$ cat config.mk
export PLATFORM = sky130hd
export DESIGN_NAME = spcfa_ctrl
export DESIGN_NICKNAME = d
export VERILOG_FILES = /design/src/rtl/spcfa_pkg.sv /design/src/rtl/spcfa_ctrl.sv
export SDC_FILE = /design/constraint.sdc
export NUM_CORES = 1
export LEC_CHECK = 0
export CAP_MARGIN = 20
export CORE_UTILIZATION = 30
export CTS_BUF_LIST = sky130_fd_sc_hd__clkbuf_4 sky130_fd_sc_hd__clkbuf_8
export CTS_CLUSTER_DIAMETER = 120
export DETAILED_ROUTE_END_ITERATION = 10
export DONT_BUFFER_PORTS = 1
export GPL_ROUTABILITY_DRIVEN = 1
export PLACE_DENSITY_LB_ADDON = 0.05
export SLEW_MARGIN = 5
export SYNTH_ARGS = -nofsm -noshare
export SYNTH_HDL_FRONTEND = slang
export SYNTH_SLANG_ARGS = --single-unit
$ cat constraint.sdc
create_clock -name clk -period 1.5 [get_ports clk]
set_input_delay 0.15 -clock clk [delete_from_list [all_inputs] [get_ports clk]]
set_output_delay 0.15 -clock clk [all_outputs]
set_load 0.005 [all_outputs]
$ cat src/rtl/spcfa_pkg.sv
// Shared types, constants and helper functions for the pair coin-flip assigner.
package spcfa_pkg;

  localparam int unsigned TwN = 312;
  localparam int unsigned TwM = 156;
  localparam int unsigned IdxW = 9;

  localparam logic [63:0] TwMatrix  = 64'hB5026F5AA96619E9;
  localparam logic [63:0] TwUpper   = 64'hFFFFFFFF80000000;
  localparam logic [63:0] TwLower   = 64'h000000007FFFFFFF;
  localparam logic [63:0] TwInitMul = 64'd6364136223846793005;
  localparam logic [63:0] MixAdd    = 64'h9e3779b97f4a7c15;
  localparam logic [63:0] MixMul1   = 64'hbf58476d1ce4e5b9;
  localparam logic [63:0] MixMul2   = 64'h94d049bb133111eb;

  localparam logic KindColumn = 1'b0;
  localparam logic KindPair   = 1'b1;

  typedef enum logic [3:0] {
    ST_IDLE,
    ST_MIX0,
    ST_MIX1,
    ST_MIX2,
    ST_SEED,
    ST_RF_RD0,
    ST_RF_RD1,
    ST_RF_RD2,
    ST_RF_WR,
    ST_DRAW_RD,
    ST_DRAW_OUT
  } state_t;

  // Controller commands to the datapath.
  typedef struct packed {
    logic load_item;   // capture the accepted word
    logic mix_start;   // v = base seed + column + const
    logic mix_step1;   // first multiply of the mixer
    logic mix_step2;   // second multiply of the mixer
    logic seed_step;   // write one seeding word
    logic rf_rd0;      // refill: read word k
    logic rf_rd1;      // refill: read word k+1
    logic rf_rd2;      // refill: read word k+M
    logic rf_wr;       // refill: write word k
    logic draw_rd;     // read word at position
    logic draw_out;    // temper and load the output register
  } dp_cmd_t;

  typedef struct packed {
    logic kind;
    logic seeded;
    logic seed_last;
    logic rf_last;
    logic pos_end;
    logic out_busy;
    logic mul_last;
  } dp_sts_t;

  function automatic logic [63:0] temper(input logic [63:0] x);
    logic [63:0] y;
    y = x ^ ((x >> 29) & 64'h5555555555555555);
    y = y ^ ((y << 17) & 64'h71D67FFFEDA60000);
    y = y ^ ((y << 37) & 64'hFFF7EEE000000000);
    y = y ^ (y >> 43);
    return y;
  endfunction

  function automatic logic [15:0] row_pos(input logic [16:0] row);
    logic [16:0] z;
    z = row - 17'd1;
    return z[15:0];
  endfunction

endpackage

$ cat src/rtl/spcfa_ctrl.sv
// Controller state machine sequencing seeding, refill and draws.
module spcfa_ctrl (
  input  logic               clk,
  input  logic               rst_n,
  input  logic               in_valid,
  output logic               in_ready,
  input  spcfa_pkg::dp_sts_t sts,
  output spcfa_pkg::dp_cmd_t cmd
);
  spcfa_pkg::state_t state_r, state_nxt;

  always_ff @(posedge clk) begin
    if (!rst_n) begin
      state_r <= spcfa_pkg::ST_IDLE;
    end else begin
      state_r <= state_nxt;
    end
  end

  always_comb begin
    state_nxt = state_r;
    cmd       = '0;
    in_ready  = 1'b0;
    unique case (state_r)
      spcfa_pkg::ST_IDLE: begin
        in_ready = 1'b1;
        if (in_valid) begin
          cmd.load_item = 1'b1;
          state_nxt = spcfa_pkg::ST_MIX0;
        end
      end
      spcfa_pkg::ST_MIX0: begin
        if (sts.kind == spcfa_pkg::KindColumn) begin
          cmd.mix_start = 1'b1;
          state_nxt = spcfa_pkg::ST_MIX1;
        end else if (!sts.seeded) begin
          state_nxt = spcfa_pkg::ST_IDLE;
        end else if (sts.pos_end) begin
          state_nxt = spcfa_pkg::ST_RF_RD0;
        end else begin
          state_nxt = spcfa_pkg::ST_DRAW_RD;
        end
      end
      spcfa_pkg::ST_MIX1: begin
        cmd.mix_step1 = 1'b1;
        if (sts.mul_last) begin
          state_nxt = spcfa_pkg::ST_MIX2;
        end
      end
      spcfa_pkg::ST_MIX2: begin
        cmd.mix_step2 = 1'b1;
        if (sts.mul_last) begin
          state_nxt = spcfa_pkg::ST_SEED;
        end
      end
      spcfa_pkg::ST_SEED: begin
        cmd.seed_step = 1'b1;
        if (sts.mul_last && sts.seed_last) begin
          state_nxt = spcfa_pkg::ST_IDLE;
        end
      end
      spcfa_pkg::ST_RF_RD0: begin
        cmd.rf_rd0 = 1'b1;
        state_nxt = spcfa_pkg::ST_RF_RD1;
      end
      spcfa_pkg::ST_RF_RD1: begin
        cmd.rf_rd1 = 1'b1;
        state_nxt = spcfa_pkg::ST_RF_RD2;
      end
      spcfa_pkg::ST_RF_RD2: begin
        cmd.rf_rd2 = 1'b1;
        state_nxt = spcfa_pkg::ST_RF_WR;
      end
      spcfa_pkg::ST_RF_WR: begin
        cmd.rf_wr = 1'b1;
        state_nxt = sts.rf_last ? spcfa_pkg::ST_DRAW_RD : spcfa_pkg::ST_RF_RD0;
      end
      spcfa_pkg::ST_DRAW_RD: begin
        cmd.draw_rd = 1'b1;
        state_nxt = spcfa_pkg::ST_DRAW_OUT;
      end
      spcfa_pkg::ST_DRAW_OUT: begin
        if (!sts.out_busy) begin
          cmd.draw_out = 1'b1;
          state_nxt = spcfa_pkg::ST_IDLE;
        end
      end
      default: state_nxt = spcfa_pkg::ST_IDLE;
    endcase
  end

  a_ready_idle: assert property (@(posedge clk) disable iff (!rst_n)
    in_ready |-> state_r == spcfa_pkg::ST_IDLE) else $error("ready outside idle");
  a_one_write: assert property (@(posedge clk) disable iff (!rst_n)
    $countones({cmd.mix_step2, cmd.seed_step, cmd.rf_wr}) <= 1) else $error("write clash");
  a_accept_next: assert property (@(posedge clk) disable iff (!rst_n)
    in_valid && in_ready |=> state_r == spcfa_pkg::ST_MIX0) else $error("accept lost");
endmodule

==> flow_metrics.py <==
metrics = {
    "run_status": {
        "status": "finished, final reports clean",
    },
    "critical_path": {
        "crit_path_start": "state_r[1]",
        "crit_slowest_cell": "dfxtp_2",
        "cp_max_fo": 10,
        "r2r_slack_ns": 0.17,
        "slowest_delay_ns": 0.43,
        "path_cells": "or2b_1, nor2_1, buf_4",
        "required_ns": 1.35,
        "ff2ff_path_depth": 5,
        "r2r-start": "state_r[3]",
        "critPathKind": "reg2out",
        "rr_endpoint": "state_r[2]",
        "cp.arrival_ns": 1.25,
        "start_kind": "flop",
        "worstSetupEndpointType": "output port",
    },
    "grt": {
        "grt_overflow": 0,
        "grt_max_degree": 14,
        "gr-usage-met2": 0.254,
        "grt_use_total": 0.174,
        "grt_pass1_vias": 399,
        "antenna_found_initial": 0,
        "met3_usage": 0.0568,
        "grtUsageMet1": 0.226,
        "busiest_layer": "met2",
        "grt_first_pass_wirelength_mm": 1.78,
    },
    "cells_and_area": {
        "design_area_um2": 483,
        "n_fill_cell": 156,
        "n_antenna_cell": 0,
        "layout-drive-gt1-share": 0.266,
        "stdcell_count": 79,
        "top_register": "state_r",
        "largest_reg_flops": 4,
        "syn_to_final_growth_pct": 13.9,
        "top_regs": "state_r (4)",
        "nets": 76,
    },
    "cts": {
        "clock-root-buffer": "clkbuf_4",
        "cts_max_path_buffers": 2,
        "ctsHoldBuffers": 0,
        "cts_tree": "built",
        "cts_inserted_buffers": 3,
        "clock_sinks": 4,
        "cts_max_level": 1,
        "insertion_delay_ns": 0.24,
        "path_clk_slew_ns": 0.04,
    },
    "power": {
        "p_leak_uw": 0.000166,
        "switchingPower_uw": 214,
        "comb_power_share": 0.418,
        "p_int_uw": 339,
        "seqPwrFrac": 0.332,
        "power_uw": 554,
        "swShare": 0.387,
        "irDropWorstVdd_mv": 0.533,
        "pwr_density_cell_mw_per_mm2": 1150,
        "clock_power_share": 0.250,
    },
    "yosys": {
        "synth_top_flop_cell": "dfxtp_1",
        "synth_fp_nets": 70,
        "yosysWarnings": 0,
        "syn_avg_cell_area_um2": 7.07,
        "seq_area_frac_synth": 0.189,
        "ys_seq_elements": 4,
        "ys_types": 29,
        "synth-async-reset-ratio": 0,
        "synth_edf_count": 0,
        "synth_cells": 60,
        "syn-cell-area_um2": 424,
    },
    "sta": {
        "hold_viol": 0,
        "fin_hold_ws_ns": 0.0281,
        "finalCriticalPeriod_ns": 1.40,
        "slew_headroom": 0.679,
        "rsz0062_at_grt": "false",
        "finalCritPeriodShare": 0.933,
        "clock_skew_ns": 0.00174,
        "tns_ns": 0,
        "slew_violations": 0,
        "timing.fmax_mhz": 715,
        "finalSetupViolations": 0,
        "worst_pin_slew_ns": 0.477,
    },
    "place": {
        "io_buffers": 0,
        "place_inst": 76,
        "hpwlAfterDp_um": 889,
        "placed_cell_area_um2": 445,
        "globalplace.congestion": 0.769,
    },
    "floorplan": {
        "die_h_um": 39.6,
        "dieArea_mm2": 0.00157,
        "coreArea_mm2": 0.00130,
        "chipWidth_um": 39.6,
        "pin_count": 22,
        "initial_utilization": 0.326,
        "row_count": 13,
    },
    "min_path": {
        "hp-class": "in2reg",
        "min_to": "state_r[1]",
        "hold_depth": 2,
        "min_from": "rst_n",
    },
    "routing": {
        "avgRoutedWirePerCell_um": 14.8,
        "drtIter0Drc": 15,
        "vias_per_cell": 5.62,
        "drt-pass1-iter-count": 7,
        "drt-total-wl_mm": 1.17,
        "ant_nets": 0,
        "num_vias": 444,
        "drcViolationCount": 0,
    },
    "job": {
        "drv_cap": 0,
    },
}
[power groups by stage]
stage / Combinational [µW] / Clock, µW / Sequential (µW)
2_1_floorplan: 219 / 0 / 136
3_3_place_gp: 229 / 0 / 180
3_5_place_dp: 227 / 0 / 177
4_1_cts: 228 / 142 / 176
5_1_grt: 262 / 154 / 191
6_report: 231 / 138 / 184
[critical path, delay by kind of cell, from the launching register on]
family	cells	cell delay (ns)
buffers and inverters	1	0.13
DFF	1	0.43
and+or+nand+nor	2	0.44
[how the worst max path moves through the flow]
stage                            end  slack, ns  cells past startpoint
after floorplan              cmd[10]       0.33                      3
after global placement    state_r[2]       0.08                      4
after detailed placement  state_r[2]       0.09                      4
after CTS                     cmd[4]     0.0006                      3
after global routing         cmd[10]      0.006                      3
final                         cmd[4]       0.10                      3
[logic make-up after synthesis]
kind of cell / Yosys count / synth area share
and+or+nand+nor: 36 / 0.460
AOI/OAI and AO/OA: 14 / 0.251
buffers and inverters: 6 / 0.100
DFF: 4 / 0.189
[timing repair]
action	4_1_cts	5_1_grt
gates resized for setup	1	4
buffers inserted	0	0
setup endpoints to repair	2	7
[per-stage QoR]
stage                     setup WS, ns  utilization
final                            0.101        0.371
after global routing           0.00634        0.371
after detailed placement        0.0879        0.342
after global placement          0.0768        0.342
after floorplan                  0.329            -
after CTS                     0.000566        0.361
[synthesized netlist by cell type (2+ instances only)]
cell type  count  area share
a31oi_1        2       0.029
buf_6          2       0.053
dfxtp_1        4        0.19
nor3_1         7       0.083
inv_1          2       0.018
o21ai_0        3       0.035
nor2_1         6       0.053
nand2b_1       3       0.044
nor4_1         4       0.059
nand3b_1       3       0.053
nand2_1        6       0.053
[cells in the final DEF (no fill, tap or decap), drive strengths merged, types with 3 or more instances in the layout]
cell	n
dfxtp	4
buf	5
nand2	6
nand3b	3
nor2	6
nor4	4
nand2b	3
clkbuf	3
o21ai	5
nor3	7
[metal layers]
metal	vias up	share of wire
met1	193	0.47
met5	-	0
met4	0	0
met2	24	0.45
met3	0	0.084
li1	227	-
[area by class of cell]
| cell class | count | area [µm²] | share of cell area |
|---|---|---|---|
| inverter | 2 | 7.51 | 0.0155 |
| clock buffer | 3 | 22.5 | 0.0466 |
| timing repair buffer | 5 | 37.5 | 0.0777 |
| multi-input combinational | 50 | 313 | 0.648 |
| sequential | 4 | 83.8 | 0.174 |
| tap | 15 | 18.8 | 0.0389 |
Power figures use the tool's default switching activity.
